File: config.mk
export PLATFORM = sky130hd
export DESIGN_NAME = level_percent_moving_average
export DESIGN_NICKNAME = d
export VERILOG_FILES = /design/src/hw/rtl/lvpma_pkg.sv /design/src/hw/rtl/level_percent_moving_average.sv /design/src/hw/rtl/lvpma_div.sv /design/src/hw/rtl/lvpma_dp.sv /design/src/hw/rtl/lvpma_ctrl.sv
export SDC_FILE = /design/constraint.sdc
export NUM_CORES = 1
export LEC_CHECK = 0
export BUFFER_PORTS_ARGS = -buffer_cell sky130_fd_sc_hd__clkbuf_2
export CAP_MARGIN = 0
export CORE_ASPECT_RATIO = 2
export CORE_MARGIN = 10
export CORE_UTILIZATION = 52
export DETAILED_ROUTE_END_ITERATION = 8
export PLACE_DENSITY_LB_ADDON = 0.12
export SYNTH_ARGS = -nofsm -noshare
export SYNTH_HDL_FRONTEND = slang
export SYNTH_SLANG_ARGS = --single-unit
File: constraint.sdc
create_clock -name clk -period 7.3 [get_ports clk]
set_clock_uncertainty 0.2 [all_clocks]
set_input_delay 0.365 -clock clk [delete_from_list [all_inputs] [get_ports clk]]
set_output_delay 0.365 -clock clk [all_outputs]
set_load 0.005 [all_outputs]
File: src/hw/rtl/lvpma_pkg.sv
`timescale 1ns / 1ps
// ----------------------------------------------------------------------------
// lvpma_pkg
// Shared widths, constants and the controller command word for the level
// percent moving average block.
// ----------------------------------------------------------------------------
package lvpma_pkg;

	localparam int SAMPLE_W  = 12;
	localparam int REG_W     = 13;
	localparam int PCT_W     = 7;
	localparam int CFG_IDX_W = 1;

	// divider: 21-bit dividend, 13-bit divisor, 7 quotient bits
	localparam int REM_W     = 21;
	localparam int DIV_W     = REG_W;
	localparam int Q_W       = PCT_W;
	localparam int DIV_STEPS = Q_W;
	localparam int CNT_W     = $clog2(DIV_STEPS);

	localparam int PCT_MAX_N = 100;

	localparam logic [REG_W-1:0] FULL_SCALE     = 13'd4096;
	localparam logic [REG_W-1:0] RANGE_LOW_RST  = 13'd0;
	localparam logic [REG_W-1:0] RANGE_HIGH_RST = 13'd4095;
	localparam logic [PCT_W-1:0] PCT_MAX        = 7'd100;

	localparam logic [CFG_IDX_W-1:0] REG_RANGE_LOW  = 1'd0;
	localparam logic [CFG_IDX_W-1:0] REG_RANGE_HIGH = 1'd1;

	typedef struct packed {
		logic load_sample;
		logic prep;
		logic div_step;
		logic div_first;
		logic commit;
		logic out_load;
	} lvpma_cmd_t;

endpackage

File: src/hw/rtl/level_percent_moving_average.sv
`timescale 1ns / 1ps
// ----------------------------------------------------------------------------
// level_percent_moving_average
// Inverts a 12-bit sensor reading, rescales it to 0..100 percent between two
// configured bounds, and averages the last WINDOW_DEPTH percentages.
// ----------------------------------------------------------------------------
//  channel  handshake            payload
//  in       in_valid/in_ready    adc_sample
//  out      out_valid/out_ready  level_percent, sample_percent
//  cfg      cfg_we               cfg_index, cfg_data
//
// a word passes through accept, a setup step, seven divider steps for the
// rescale, a commit step and a hand-off step; the divider yields one
// quotient bit per cycle. the window average is a reciprocal multiply.
// reset clears ring total and write slot, presets range registers; no sweep.
// a new word is accepted while the previous result waits in the output
// register; the hand-off cycle stalls only while that register is still full.
// ----------------------------------------------------------------------------
module level_percent_moving_average #(
	parameter int WINDOW_DEPTH = 16
) (
	input  logic                             clk,
	input  logic                             arst_n,
	input  logic                             in_valid,
	output logic                             in_ready,
	input  logic [lvpma_pkg::SAMPLE_W-1:0]   adc_sample,
	output logic                             out_valid,
	input  logic                             out_ready,
	output logic [lvpma_pkg::PCT_W-1:0]      level_percent,
	output logic [lvpma_pkg::PCT_W-1:0]      sample_percent,
	input  logic                             cfg_we,
	input  logic [lvpma_pkg::CFG_IDX_W-1:0]  cfg_index,
	input  logic [lvpma_pkg::REG_W-1:0]      cfg_data
);
	import lvpma_pkg::*;

	lvpma_cmd_t cmd;

	lvpma_ctrl u_ctrl (
		.clk       (clk),
		.arst_n    (arst_n),
		.in_valid  (in_valid),
		.in_ready  (in_ready),
		.out_valid (out_valid),
		.out_ready (out_ready),
		.cmd       (cmd)
	);

	lvpma_dp #(
		.WINDOW_DEPTH (WINDOW_DEPTH)
	) u_dp (
		.clk            (clk),
		.arst_n         (arst_n),
		.cmd            (cmd),
		.cfg_we         (cfg_we),
		.cfg_index      (cfg_index),
		.cfg_data       (cfg_data),
		.adc_sample     (adc_sample),
		.level_percent  (level_percent),
		.sample_percent (sample_percent)
	);

endmodule

File: src/hw/rtl/lvpma_div.sv
`timescale 1ns / 1ps
// ----------------------------------------------------------------------------
// lvpma_div
// Restoring divider, one quotient bit per step, seven steps. Flags overflow
// when the quotient would not fit in seven bits.
// ----------------------------------------------------------------------------
module lvpma_div (
	input  logic                          clk,
	input  logic                          load,
	input  logic                          step,
	input  logic                          first,
	input  logic [lvpma_pkg::REM_W-1:0]   dividend,
	input  logic [lvpma_pkg::DIV_W-1:0]   divisor,
	output logic [lvpma_pkg::Q_W-1:0]     quot,
	output logic                          ovf
);
	import lvpma_pkg::*;

	logic [REM_W-1:0] rem_q;
	logic [REM_W-1:0] dsh_q;
	logic [Q_W-1:0]   quot_q;
	logic             ovf_q;
	logic             fits;

	assign fits = rem_q >= dsh_q;

	always_ff @(posedge clk) begin
		if (load) begin
			rem_q  <= dividend;
			dsh_q  <= REM_W'(divisor) << (DIV_STEPS - 1);
			quot_q <= '0;
		end else if (step) begin
			// quotient of 128 or more cannot be held
			if (first) begin
				ovf_q <= {1'b0, rem_q} >= {dsh_q, 1'b0};
			end
			if (fits) begin
				rem_q <= rem_q - dsh_q;
			end
			quot_q <= {quot_q[Q_W-2:0], fits};
			dsh_q  <= dsh_q >> 1;
		end
	end

	assign quot = quot_q;
	assign ovf  = ovf_q;

endmodule

File: src/hw/rtl/lvpma_dp.sv
`timescale 1ns / 1ps
// ----------------------------------------------------------------------------
// lvpma_dp
// Datapath: range registers, inversion and rescale, clamp, reading ring with
// running total, and the output word register.
// ----------------------------------------------------------------------------
module lvpma_dp #(
	parameter int WINDOW_DEPTH = 16
) (
	input  logic                             clk,
	input  logic                             arst_n,
	input  lvpma_pkg::lvpma_cmd_t            cmd,
	input  logic                             cfg_we,
	input  logic [lvpma_pkg::CFG_IDX_W-1:0]  cfg_index,
	input  logic [lvpma_pkg::REG_W-1:0]      cfg_data,
	input  logic [lvpma_pkg::SAMPLE_W-1:0]   adc_sample,
	output logic [lvpma_pkg::PCT_W-1:0]      level_percent,
	output logic [lvpma_pkg::PCT_W-1:0]      sample_percent
);
	import lvpma_pkg::*;

	localparam int SLOT_W = (WINDOW_DEPTH > 1) ? $clog2(WINDOW_DEPTH) : 1;
	localparam int TOT_W  = $clog2(PCT_MAX_N * WINDOW_DEPTH + 1);
	localparam logic [SLOT_W-1:0] LAST_SLOT = SLOT_W'(WINDOW_DEPTH - 1);

	// window average as a multiply by a rounded-up reciprocal, exact for
	// every total below 2**TOT_W since 2**SLOT_W covers the depth
	localparam int AVG_SHIFT = TOT_W + SLOT_W;
	localparam int AVG_MUL_N = ((1 << AVG_SHIFT) + WINDOW_DEPTH - 1) / WINDOW_DEPTH;
	localparam int AVG_MUL_W = AVG_SHIFT + 1;
	localparam int PROD_W    = TOT_W + AVG_MUL_W;
	localparam logic [AVG_MUL_W-1:0] AVG_MUL = AVG_MUL_W'(AVG_MUL_N);

	logic [REG_W-1:0]    range_low_q;
	logic [REG_W-1:0]    range_high_q;
	logic [SAMPLE_W-1:0] sample_q;

	logic [PCT_W-1:0]    ring [WINDOW_DEPTH];
	logic [PCT_W-1:0]    old_q;
	logic [SLOT_W-1:0]   slot_q;
	logic                wrapped_q;
	logic [TOT_W-1:0]    total_q;
	logic [PCT_W-1:0]    pct_q;
	logic                zero_q;
	logic [PCT_W-1:0]    level_q;
	logic [PCT_W-1:0]    sample_pct_q;

	logic [REG_W-1:0]        inv;
	logic signed [REG_W:0]   diff;
	logic signed [REG_W:0]   den;
	logic signed [REM_W-1:0] num;
	logic [REM_W-1:0]        num_abs;
	logic [DIV_W-1:0]        den_abs;
	logic                    zero_case;

	logic [PCT_W-1:0]  old_eff;
	logic [PCT_W-1:0]  pct_now;
	logic [TOT_W-1:0]  total_next;
	logic [PROD_W-1:0] avg_prod;
	logic [PCT_W-1:0]  avg_now;

	logic              div_load;
	logic [REM_W-1:0]  div_dividend;
	logic [DIV_W-1:0]  div_divisor;
	logic [Q_W-1:0]    quot;
	logic              ovf;

	// configuration
	always_ff @(posedge clk or negedge arst_n) begin
		if (!arst_n) begin
			range_low_q  <= RANGE_LOW_RST;
			range_high_q <= RANGE_HIGH_RST;
		end else if (cfg_we) begin
			case (cfg_index)
				REG_RANGE_LOW:  range_low_q  <= cfg_data;
				REG_RANGE_HIGH: range_high_q <= cfg_data;
				default: ;
			endcase
		end
	end

	always_ff @(posedge clk) begin
		if (cmd.load_sample) begin
			sample_q <= adc_sample;
		end
	end

	// inversion and signed rescale operands
	always_comb begin
		inv       = FULL_SCALE - REG_W'(sample_q);
		diff      = $signed({1'b0, inv}) - $signed({1'b0, range_low_q});
		den       = $signed({1'b0, range_high_q}) - $signed({1'b0, range_low_q});
		num       = $signed(REM_W'(diff)) * $signed(REM_W'(PCT_MAX));
		num_abs   = num[REM_W-1] ? REM_W'(-num) : REM_W'(num);
		den_abs   = den[REG_W] ? DIV_W'(-den) : DIV_W'(den);
		// equal bounds, or a quotient that can only be zero or negative
		zero_case = (den == '0) || (num[REM_W-1] != den[REG_W]);
	end

	always_ff @(posedge clk) begin
		if (cmd.prep) begin
			zero_q <= zero_case;
		end
	end

	// clamp to 0..100
	always_comb begin
		if (zero_q) begin
			pct_now = '0;
		end else if (ovf || quot > PCT_MAX) begin
			pct_now = PCT_MAX;
		end else begin
			pct_now = quot;
		end
	end

	// ring entry never written reads as zero until the first wrap
	assign old_eff    = wrapped_q ? old_q : '0;
	assign total_next = total_q - TOT_W'(old_eff) + TOT_W'(pct_now);

	assign avg_prod = PROD_W'(total_q) * PROD_W'(AVG_MUL);
	assign avg_now  = avg_prod[AVG_SHIFT +: PCT_W];

	always_ff @(posedge clk) begin
		if (cmd.prep) begin
			old_q <= ring[slot_q];
		end
		if (cmd.commit) begin
			ring[slot_q] <= pct_now;
		end
	end

	always_ff @(posedge clk or negedge arst_n) begin
		if (!arst_n) begin
			slot_q    <= '0;
			wrapped_q <= 1'b0;
			total_q   <= '0;
		end else if (cmd.commit) begin
			total_q <= total_next;
			if (slot_q == LAST_SLOT) begin
				slot_q    <= '0;
				wrapped_q <= 1'b1;
			end else begin
				slot_q <= slot_q + 1'b1;
			end
		end
	end

	always_ff @(posedge clk) begin
		if (cmd.commit) begin
			pct_q <= pct_now;
		end
		if (cmd.out_load) begin
			level_q      <= avg_now;
			sample_pct_q <= pct_q;
		end
	end

	// divider runs the rescale only
	assign div_load     = cmd.prep;
	assign div_dividend = num_abs;
	assign div_divisor  = den_abs;

	lvpma_div u_div (
		.clk      (clk),
		.load     (div_load),
		.step     (cmd.div_step),
		.first    (cmd.div_first),
		.dividend (div_dividend),
		.divisor  (div_divisor),
		.quot     (quot),
		.ovf      (ovf)
	);

	assign level_percent  = level_q;
	assign sample_percent = sample_pct_q;

endmodule

File: src/hw/rtl/lvpma_ctrl.sv
`timescale 1ns / 1ps
// ----------------------------------------------------------------------------
// lvpma_ctrl
// Sequencer: accepts a word, runs the rescale through the divider, commits
// it to the window and hands the result to the output register.
// ----------------------------------------------------------------------------
module lvpma_ctrl (
	input  logic                  clk,
	input  logic                  arst_n,
	input  logic                  in_valid,
	output logic                  in_ready,
	output logic                  out_valid,
	input  logic                  out_ready,
	output lvpma_pkg::lvpma_cmd_t cmd
);
	import lvpma_pkg::*;

	localparam logic [2:0] S_IDLE = 3'd0;
	localparam logic [2:0] S_PREP = 3'd1;
	localparam logic [2:0] S_DIV1 = 3'd2;
	localparam logic [2:0] S_PCT  = 3'd3;
	localparam logic [2:0] S_FIN  = 3'd4;

	localparam logic [CNT_W-1:0] LAST_STEP = CNT_W'(DIV_STEPS - 1);

	logic [2:0]       state_q, state_d;
	logic [CNT_W-1:0] cnt_q, cnt_d;
	logic             out_valid_q;

	always_comb begin
		cmd     = '0;
		state_d = state_q;
		cnt_d   = cnt_q;
		case (state_q)
			S_IDLE: begin
				if (in_valid) begin
					cmd.load_sample = 1'b1;
					state_d         = S_PREP;
				end
			end
			S_PREP: begin
				cmd.prep = 1'b1;
				cnt_d    = '0;
				state_d  = S_DIV1;
			end
			S_DIV1: begin
				cmd.div_step  = 1'b1;
				cmd.div_first = (cnt_q == '0);
				if (cnt_q == LAST_STEP) begin
					cnt_d   = '0;
					state_d = S_PCT;
				end else begin
					cnt_d = cnt_q + 1'b1;
				end
			end
			S_PCT: begin
				cmd.commit = 1'b1;
				cnt_d      = '0;
				state_d    = S_FIN;
			end
			S_FIN: begin
				// wait for the output register to be free
				if (!out_valid_q || out_ready) begin
					cmd.out_load = 1'b1;
					state_d      = S_IDLE;
				end
			end
			default: begin
				state_d = S_IDLE;
			end
		endcase
	end

	always_ff @(posedge clk or negedge arst_n) begin
		if (!arst_n) begin
			state_q     <= S_IDLE;
			cnt_q       <= '0;
			out_valid_q <= 1'b0;
		end else begin
			state_q <= state_d;
			cnt_q   <= cnt_d;
			if (cmd.out_load) begin
				out_valid_q <= 1'b1;
			end else if (out_ready) begin
				out_valid_q <= 1'b0;
			end
		end
	end

	assign in_ready  = (state_q == S_IDLE);
	assign out_valid = out_valid_q;

endmodule

[After elaboration in Yosys (flattened, before gate mapping)]
Memories as Yosys holds them, arrays and structs flattened. A register that Yosys moved wholly into a read port is not among the register bits.
Cells that the tools add are included.
Word-level totals
  flip-flop bits (word level): 131
  RAM bits: 112
  input port bits: 31
  memories: 1
Memory list
  u_dp.ring: depth 16, bits a word 7, read ports 1, clocked after memory_dff 1, wr ports 1, line lvpma_dp.sv:38  | logic [PCT_W-1:0] ring [WINDOW_DEPTH];
Operators by class
  $add $sub $neg: 10
  multipliers: 1
  $lt $le $gt $ge: 3
  equality and inequality tests: 10
  multiplexer cells: 28
  bitwise logic cells: 2
  reduce and logical (&&, ||, !) cells: 18
Operator list (number)
  two-way mux 21 bit: 4
  two-way mux 19 bit: 2
  subtractor 13 x 13 -> 14 bit: 2
  >= comparator 21 x 19 -> 1 bit: 1
  >= comparator 21 x 20 -> 1 bit: 1
  two-way mux 7 bit: 3
  negator 21 bit: 1
  subtractor 21 x 19 -> 21 bit: 1
  multiplier 14 x 6 -> 19 bit (second input constant): 1
  one-hot mux 3 bit (5 select lines): 1
  zero test 14 bit: 1
  two-way mux 13 bit: 1
  negator 13 bit: 1
  subtractor 13 x 12 -> 13 bit (first input constant): 1
  two-way mux 3 bit: 4
  adder 11 x 7 -> 11 bit: 1
  subtractor 11 x 7 -> 11 bit: 1
  two-way mux 1 bit: 10
  AND reduction 2 bit: 4
  nonzero test 2 bit: 4
  > comparator 7 bit (second input constant): 1
  equality test 3 x 2 -> 1 bit (second input constant): 2
  equality test 3 bit (second input constant): 2
  zero test 3 bit: 2
  other kinds (15): 20

[Depth between registers and ports, before layout]
Gate-level depths: netlist of run 1.
  word-level depth: 6
  depth in mapped cells: 26
  depth with buffers taken out: 24

[Hierarchy]
Synthesis of run 1 repeated with hierarchy kept, for this count alone.
Second synthesis, totals
  cell total of the unflattened synthesis: 1320
  area, all modules: 15249.6 um^2
By module, submodules not included
  lvpma_dp: instances 1, cells each 898, area each 11294.6 um^2
  lvpma_div: instances 1, cells each 382, area each 3559.7 um^2
  lvpma_ctrl: instances 1, cells each 40, area each 395.4 um^2

[Least setup slack after synthesis of run 1]
OpenSTA, ideal clock, no wires.
  kind: flip-flop to flip-flop
  from: register u_dp.sample_q[4]
  to: register u_dp.u_div.rem_q[15], data pin
  setup time: 0.264 ns
  arrival: 5.661 ns
  required time: 6.836 ns
  setup slack: 1.175 ns
  cell stages (with the launch flop): 25
  path buffers: 2
  cell sequence: edfxtp_1 nor4_1 nand2_1 or4_1 nor2_1 xnor2_1 ha_1 clkbuf_1 and3_1 a211o_1 a21oi_1 xnor2_1 ha_1 fa_1 ha_1 ha_1 inv_1 o21bai_1 a41oi_1 a21oi_1 a31o_2 xor2_1 buf_2 mux2i_1 nand3_1
Between the ends
  cells in the longest elaborated chain, start to end: 6
Ends and longest elaborated chain
  start, declared: line lvpma_dp.sv:36  | logic [SAMPLE_W-1:0] sample_q;
  start signal, assigned: line lvpma_dp.sv:84  | sample_q <= adc_sample;
  subtractor 13 x 12 -> 13 bit (*): line lvpma_dp.sv:90  | inv = FULL_SCALE - REG_W'(sample_q);
  subtractor 13 x 13 -> 14 bit (*): line lvpma_dp.sv:91  | diff = $signed({1'b0, inv}) - $signed({1'b0, range_low_q});
  multiplier 14 x 6 -> 19 bit (*): line lvpma_dp.sv:93  | num = $signed(REM_W'(diff)) * $signed(REM_W'(PCT_MAX));
  negator 21 bit: line lvpma_dp.sv:94  | num_abs = num[REM_W-1] ? REM_W'(-num) : REM_W'(num);
  two-way mux 21 bit (*): line lvpma_dp.sv:94
  two-way mux 21 bit (*): line lvpma_div.sv:28  | if (load) begin
  end signal, assigned: line lvpma_div.sv:29  | rem_q <= dividend;
  end signal, assigned: line lvpma_div.sv:38  | rem_q <= rem_q - dsh_q;
  end, declared: line lvpma_div.sv:19  | logic [REM_W-1:0] rem_q;
Every way passes the cells marked *; elsewhere a longest branch is shown, timed or not.
A chain may end at the register's enable or synchronous reset.

[Worst setup path after layout of run 1]
  from: register u_dp.sample_q[2]
  to: register u_dp.u_div.rem_q[15], data pin
The elaborated chain is that of the path after synthesis.

==> flow_summary.ini, run 1 <==
[outcome]
outcome = completed

[synthesis]
synth.avg_cell_area_um2 = 11.4
yosys_warnings = 0
synthArstFlopShare = 0.196
syn-num-nets = 1483
synth_flop_cell = edfxtp_1
synthesis.instances = 1306
synth-seq-cells = 250
ys_types = 76
synth-edff-count = 188
ys_seq_area_frac = 0.478
netlist_area_um2 = 15000

[floorplan]
die_w_um = 140
core_region_area_um2 = 28300
initial_core_util = 0.528
rows = 87
die_h_um = 260
io_pins = 47
die_area_um2 = 36300

[cells_and_area]
nNetsFinal = 1551
n_antenna_cell = 0
layout.cells.most_common = edfxtp_1
drive_above_1_share = 0.124
fillCellCount = 2395
mostFrequentLayoutCells = 188 x edfxtp_1, 127 x ha_1, 109 x inv_1
syn_to_final_growth_pct = 10.9

[route]
met2_length_um = 21500
first_pass_iters = 5
vias_per_cell = 5.82
wl_per_cell_um = 20.9
postRouteAntennaNets = 0
drc = 0
wl_um = 36400
highest_layer = met4
m1WireLength_um = 11300
drt_iter0_markers = 428
num_vias = 10176
dr_wl_met3_um = 820

[timing]
slew_viol_final = 0
grt_setup_unrepaired = no
hold_viol = 0
setup_viol_count_final = 0
post-route-period-util = 0.897
slew_headroom = 0.178
fin_setup_tns_ps = 0
tightest_slew_ps = 1220
clock.fmax_ghz = 0.153
period_needed_ps = 6550

[clocking]
clkTransAtPathRegs_ps = 70
cts-buffers-inserted = 23
cts_tree = done
cts-root-buf = clkbuf_16
htree_levels = 1
cts_buffer_depth = 3
ctsResizeCount = 0
clkLatencyLatePin_ps = 530
numClockSinks = 250

[grt]
gr-total-overflow = 0
grt_max_degree = 50
antenna_found_initial = 0
grt_pass1_wl_um = 57000
grt_use_total = 0.199
grt_pass1_vias = 10536

[job]
drv_cap = 0

[setup_path]
cp_max_fo = 15
cp.required_ps = 7360
critPathKind = flop to flop
startpoint = u_dp.sample_q[2]
r2r_start = u_dp.sample_q[2]
startpoint_type = flop
end_kind = flop
r2r.worst_path.cells = 24
critical_path_arrival_ps = 6600

[placed_design]
gp_congestion = 0.837
port-buffer-count = 46
place_hpwl_um = 28900

[min_path]
hp-start = cfg_index
min_path_type = input pin to flop
hold-path-cell-count = 4
## repair_timing
action | in CTS | in global routing
hold endpoints to repair | 78 | 0
buffers inserted | 0 | 0
hold buffers | 28 | 0
## metrics by stage
step	cells	util	hold slack, ps	cell area (um2)	setup WS (ps)
2_1_floorplan	1306	-	-131	15000	1180
3_3_place_gp	1677	0.549	202	15500	925
3_5_place_dp	1677	0.549	206	15500	834
4_1_cts	1747	0.586	96.9	16600	806
5_1_grt	1747	0.586	138	16600	333
6_report	1747	0.586	109	16600	754
## state kept, by name, summed over array words and instances, names as in the netlist
register / flops
u_dp.ring: 112
u_dp.u_div.rem_q: 21
u_dp.u_div.dsh_q: 19
u_dp.range_high_q: 13
u_dp.range_low_q: 13
u_dp.sample_q: 12
u_dp.total_q: 11
u_dp.level_percent: 7
u_dp.old_q: 7
u_dp.pct_q: 7
u_dp.sample_percent: 7
u_dp.u_div.quot: 7
u_dp.slot_q: 4
u_ctrl.cnt_q: 3
u_ctrl.state_q: 3
u_ctrl.out_valid: 1
u_dp.u_div.ovf: 1
u_dp.wrapped_q: 1
u_dp.zero_q: 1
## cell families (layout without fill, tap and decap cells)
logic type	after synthesis	after routing	synth area share
and+or+nand+nor	348	348	0.114
AOI/OAI and AO/OA	277	277	0.121
DFF	250	250	0.478
buffers and inverters	147	232	0.0374
adders and majority gates	146	146	0.132
xor gates and xnor gates	81	81	0.0487
muxes	57	57	0.0686
## critical path, stage by stage, from the launching register on
cell and delay [ps]:
edfxtp_1 430, nor2_1 170, nand4b_1 160, nor3_1 290
nand2_1 130, xor2_1 160, ha_1 360, and3_1 200
a21oi_1 200, o211ai_1 130, a21oi_1 190, xnor2_1 260
ha_1 330, fa_1 460, ha_1 310, ha_1 440
a21oi_1 140, o21bai_1 260, nor2_1 70, a21oi_1 310
a31o_2 280, xor2_1 210, buf_4 270, mux2i_1 230
nand3_1 80
## cell type report
cell class / instances / area [um2] / area share
Multi-Input combinational cell: 909 / 7250 / 0.437
Sequential cell: 250 / 7150 / 0.431
Clock buffer: 27 / 601 / 0.0362
Timing Repair Buffer: 81 / 563 / 0.0340
Tap cell: 356 / 445 / 0.0269
Inverter: 109 / 409 / 0.0247
Clock inverter: 15 / 165 / 0.00996
## cell usage after synthesis, drive strengths merged (15+ instances only)
master,instances,share of area
nor2,93,0.023
and2,15,0.0063
fa,19,0.025
a21o,20,0.010
nand3,18,0.0060
a21oi,60,0.020
nor2b,16,0.0067
mux4,35,0.053
inv,109,0.027
nor3,27,0.0090
clkbuf,27,0.0068
xor2,30,0.018
o21ai,67,0.023
dfrtp,37,0.062
nand2b,18,0.0075
nand2,93,0.023
ha,127,0.11
xnor2,51,0.031
o22ai,16,0.0067
edfxtp,188,0.38
## worst paths after layout
| check | slack [ps] | to |
|---|---|---|
| worst max register to register | 750 | u_dp.u_div.rem_q[15] |
| worst max-delay path | 750 | u_dp.u_div.rem_q[15] |
| max in group asynchronous | 6160 | u_dp.wrapped_q |
| worst min-delay path | 110 | u_dp.range_low_q[4] |
| min in group asynchronous | 270 | u_ctrl.state_q[2] |
| worst min register to register | 220 | u_dp.sample_percent[4] |
## routing by layer
layer  vias to the layer above  global-route usage
met4                         0               0.136
met5                         -                   0
met3                        96              0.0195
li1                       4942                   -
met1                      4966               0.169
met2                       172               0.408
Power of run 1 is not shown: default switching activity piles up to over one toggle a cycle in this logic, so the estimate is an artifact.
==> run 2, diff against run 1 <==
--- a/config.mk
+++ b/config.mk
@@ -11,7 +11,7 @@
 export CORE_MARGIN = 10
 export CORE_UTILIZATION = 52
 export DETAILED_ROUTE_END_ITERATION = 8
-export PLACE_DENSITY_LB_ADDON = 0.12
+export PLACE_DENSITY = 0.69
 export SYNTH_ARGS = -nofsm -noshare
 export SYNTH_HDL_FRONTEND = slang
 export SYNTH_SLANG_ARGS = --single-unit
==> run 2 against run 1 <==
Effect of this change: critical path depth is 2 lower; routed wire length is 2.5% lower; non-clock buffer count is 1 higher; via count is 0.72% higher; setup slack worse by 81 ps; first-iteration DRC count is 12% higher; global-route usage is 0.52 points lower; final cell count hardly changed.
==> flow_summary.ini, run 2 (synthesis gave the netlist of run 1 again) <==
[cells_and_area]
n_antenna_cell = 0
layout.cells.most_common = edfxtp_1
top_register = u_dp.ring
reg_top3 = u_dp.ring (112), u_dp.u_div.rem_q (21), u_dp.u_div.dsh_q (19)
fillCellCount = 2337
mostFrequentLayoutCells = 188 x edfxtp_1, 127 x ha_1, 109 x inv_1
nNetsFinal = 1551
syn_to_final_growth_pct = 10.8
fin_area_um2 = 16600
largest_register_ffs = 112
drive_above_1_share = 0.121

[timing]
slew_viol_final = 0
period_needed_ps = 6630
setup_viol_count_final = 0
post-route-period-util = 0.908
tightest_slew_ps = 1190
slew_headroom = 0.202
grt_setup_unrepaired = no
hold_viol = 0
clock.fmax_ghz = 0.151
fin_setup_tns_ps = 0

[floorplan]
initial_core_util = 0.528
die_h_um = 260
io_pins = 47
core_region_area_um2 = 28300
rows = 87
die_w_um = 140
die_area_um2 = 36300

[job]
drv_cap = 0

[setup_path]
critical_path_arrival_ps = 6800
startpoint_type = flop
critPathKind = flop to flop
cp.depth = 22
cpLargestDelayFamily = simple AND/OR/NAND/NOR gates
path_buf_inv = 0
crit_chain = nor2_1 -> nand4b_1 -> nor3_1 -> nand2_1 -> xor2_1 -> ha_1 -> and3_1 -> a21oi_1 -> o211ai_1 -> a21oi_1 -> xnor2_1 -> ha_1 -> fa_1 -> ha_1 -> ha_1 -> nor3b_1 -> a221oi_1 -> o21ai_0 -> a211oi_1 -> nand4b_1 -> or4_1 -> o21ai_1
cp.required_ps = 7470
slowest_stage = a211oi_1
r2r.worst_path.cells = 22
timing.critical_path.mode_cell = ha_1
cp_max_fo = 9
slowest_delay_ps = 570
end_kind = flop

[grt]
gr-total-overflow = 0
grt_use_total = 0.193
grt_pass1_vias = 10640
grt.busiest_layer = met2
use_met2 = 0.402
grt_use_met3 = 0.0195
grt_use_met1 = 0.163
grt_max_degree = 50
antenna_found_initial = 0
grt_pass1_wl_um = 56000

[route]
wl_um = 35500
num_vias = 10249
drt_iter0_markers = 479
first_pass_iters = 5
vias_per_cell = 5.87
drc = 0
wl_per_cell_um = 20.4
postRouteAntennaNets = 0

[clocking]
cts-buffers-inserted = 22
clkTransAtPathRegs_ps = 70
numClockSinks = 250
cts_buffer_depth = 3
ctsResizeCount = 0
cts_tree = done
clkLatencyLatePin_ps = 520
htree_levels = 1
cts-root-buf = clkbuf_16

[min_path]
min_path_type = input pin to flop
hold-path-cell-count = 4

[placed_design]
postPlaceCellArea_um2 = 15500
port-buffer-count = 46
gp_congestion = 0.862
place_hpwl_um = 28000

[outcome]
outcome = completed
## run 2: cell count changes in the layout (fill, tap and decap cells not counted), sizes merged
cell,delta
inv,-2
buf,+1
clkinvlp,+1
clkbuf,-1
## run 2: final timing paths
kind	startpoint	slack, ps	endpoint
max	u_dp.sample_q[2]	670	u_dp.u_div.rem_q[20]
min	cfg_index	120	u_dp.range_low_q[2]
max reg2reg	u_dp.sample_q[2]	670	u_dp.u_div.rem_q[20]
min reg2reg	u_dp.pct_q[0]	220	u_dp.sample_percent[0]
max in group asynchronous	arst_n	6140	u_dp.slot_q[0]
min in group asynchronous	arst_n	280	u_ctrl.cnt_q[2]
## run 2: per-stage QoR
step,setup slack (ps),hold slack [ps],utilization,instances
floorplan,1180,-131,-,1306
global placement,893,204,0.549,1678
detailed placement,774,206,0.549,1678
CTS,752,122,0.585,1746
global route,252,155,0.585,1746
finish,673,123,0.585,1746
## run 2: worst min-delay path: stages
cell	delay, ps
clkbuf_2	90
nor2b_2	160
nand2_1	110
o21ai_0	70
## run 2: metal layers
| metal | share of wire | up-vias |
|---|---|---|
| li1 | - | 4949 |
| met3 | 0.024 | 95 |
| met2 | 0.59 | 184 |
| met4 | 0.067 | 0 |
| met1 | 0.32 | 5021 |
| met5 | 0 | - |
## run 2: layout make-up
cell class / count / area, um2 / area share
Sequential cell: 250 / 7150 / 0.432
Multi-Input combinational cell: 909 / 7250 / 0.438
Tap cell: 356 / 445 / 0.0269
Timing Repair Buffer: 82 / 571 / 0.0344
Clock buffer: 26 / 587 / 0.0354
Clock inverter: 14 / 151 / 0.00914
Inverter: 109 / 409 / 0.0247
## run 2: what timing repair did
action | CTS | global route
endpoints found under the hold margin | 77 | 0
hold buffers | 28 | 0
setup buffers | 0 | 0
Power of run 2 is left out for the same reason.
==> run 3, diff against run 2 <==
--- a/config.mk
+++ b/config.mk
@@ -10,7 +10,9 @@
 export CORE_ASPECT_RATIO = 2
 export CORE_MARGIN = 10
 export CORE_UTILIZATION = 52
+export CTS_CLUSTER_DIAMETER = 40
 export DETAILED_ROUTE_END_ITERATION = 8
+export GPL_TIMING_DRIVEN = 0
 export PLACE_DENSITY = 0.69
 export SYNTH_ARGS = -nofsm -noshare
 export SYNTH_HDL_FRONTEND = slang
==> constraint.sdc (replaced) <==
create_clock -name clk -period 7.3 [get_ports clk]
set_clock_uncertainty 0.2 [all_clocks]
set_input_delay 0.365 -clock clk [delete_from_list [all_inputs] [get_ports clk]]
set_output_delay 0.365 -clock clk [all_outputs]
set_load 0.01 [all_outputs]
==> run 3 against run 2 <==
Effect of this change: routed wire length increased by 2.5%; via count is 1.7% higher; hold slack got worse by 79 ps; sequential share of layout area fell by 0.80 points; critical path depth is 3 higher; setup slack got worse by 180 ps; maximum frequency is 2.6% lower; utilization up 1.1 points; global-route usage rose by 0.47 points; sequential cell count did not move; design area increased by 1.9%; critical path type unchanged.
==> flow_summary.ini, run 3 (synthesis gave the netlist of run 1 again) <==
[timing]
worst_hold_slack_ps = 44.2
setup_viol_count_final = 0
slew_viol_final = 0
tightest_slew_ps = 1150
period_needed_ps = 6800
slew_headroom = 0.233
hold_viol = 0
grt_setup_unrepaired = no
fin_setup_tns_ps = 0
post-route-period-util = 0.932
clock.fmax_ghz = 0.147

[placed_design]
placed_cells = 1709
gp_congestion = 0.919
place_hpwl_um = 29200
port-buffer-count = 46
postPlaceCellArea_um2 = 15600

[cells_and_area]
final_cells = 1783
drive_above_1_share = 0.124
syn_to_final_growth_pct = 12.9
largest_register_ffs = 112
layout.cells.most_common = edfxtp_1
reg_top3 = u_dp.ring (112), u_dp.u_div.rem_q (21), u_dp.u_div.dsh_q (19)
n_antenna_cell = 0
nNetsFinal = 1586
fin_area_um2 = 16900
top_register = u_dp.ring
mostFrequentLayoutCells = 188 x edfxtp_1, 127 x ha_1, 109 x inv_1

[clocking]
clkTransAtPathRegs_ps = 70
clkLatencyLatePin_ps = 540
numClockSinks = 250
cts-buffers-inserted = 25
cts_tree = done
cts-root-buf = clkbuf_16
htree_levels = 1
post_cts_buffers = 0
cts_buffer_depth = 3

[route]
drc = 0
vias_per_cell = 5.85
first_pass_iters = 5
wl_um = 36400
postRouteAntennaNets = 0
wl_per_cell_um = 20.4
drt_iter0_markers = 468
num_vias = 10425

[outcome]
outcome = completed

[grt]
antenna_found_initial = 0
grt_use_total = 0.198
grt_pass1_wl_um = 57300
grt_pass1_vias = 10985
gr-total-overflow = 0
grt_max_degree = 50

[setup_path]
cp_max_fo = 10
r2r.worst_path.cells = 25
startpoint_type = flop
end_kind = flop
critical_path_arrival_ps = 6850
cp.required_ps = 7350
critPathKind = flop to flop

[job]
drv_cap = 0

[floorplan]
core_region_area_um2 = 28300
io_pins = 47
rows = 87
initial_core_util = 0.528
die_area_um2 = 36300
die_w_um = 140
die_h_um = 260

[min_path]
min_path_type = input pin to async pin
[run 3: cell count changes in the layout (fill, tap and decap cells not counted), moves of 2 or more]
cell / before / now
buf_1: 0 / 7
buf_2: 0 / 4
buf_4: 8 / 1
bufinv_16: 3 / 5
clkbuf_1: 3 / 30
clkbuf_16: 23 / 25
clkinv_1: 4 / 0
clkinv_4: 0 / 2
clkinvlp_4: 3 / 0
inv_6: 1 / 4
inv_8: 0 / 3
[run 3: layer usage]
| layer | track usage | wire length (um) |
|---|---|---|
| met2 | 0.410 | 21600 |
| met3 | 0.0188 | 939 |
| met5 | 0 | 0 |
| met1 | 0.167 | 11200 |
| met4 | 0.132 | 2640 |
[run 3: layout make-up]
class / count / area [um2]
plain buffers: 38 / 150
clock buffers: 28 / 637
clock inverters: 17 / 263
fillers: 2317 / 11400
inverters: 109 / 409
multi-input cells: 909 / 7280
flip-flops and latches: 250 / 7150
well taps: 356 / 445
repair buffers: 76 / 542
[run 3: worst max-delay path: stages (launching register included)]
cell      delay [ps]
edfxtp_1         390
inv_1            150
ha_1             230
nand2_1          110
or4_1            450
nor2_1           130
xnor2_1          130
ha_1             240
clkbuf_1         190
and3_1           190
a211o_1          290
a21oi_1          180
xnor2_1          290
ha_1             340
fa_1             460
ha_1             310
ha_1             330
inv_1             70
o21bai_1         250
a41oi_1           90
a21oi_2          210
a31o_2           300
xor2_4           320
buf_2            340
mux2i_1          230
nand3_1           90
[run 3: final timing paths]
path	start	end	slack, ps
max	u_dp.sample_q[0]	u_dp.u_div.rem_q[15]	500
min	arst_n	u_ctrl.state_q[2]	40
max reg2reg	u_dp.sample_q[0]	u_dp.u_div.rem_q[15]	500
min reg2reg	u_dp.pct_q[0]	u_dp.sample_percent[0]	220
max in group asynchronous	arst_n	u_dp.range_high_q[10]	6260
min in group clk	cfg_index	u_dp.range_high_q[0]	100
[run 3: what timing repair did]
item,CTS,global route
setup endpoints to repair,0,11
gates resized for setup,0,4
hold buffers,28,0
endpoints found under the hold margin,77,0
[run 3: metrics by stage]
stage / setup WS [ps] / util
after floorplan: 1180 / -
after global placement: 159 / 0.552
after detailed placement: 87.0 / 0.553
after CTS: 55.8 / 0.594
after global routing: 82.3 / 0.596
final: 497 / 0.596
Power of run 3 is left out for the same reason.
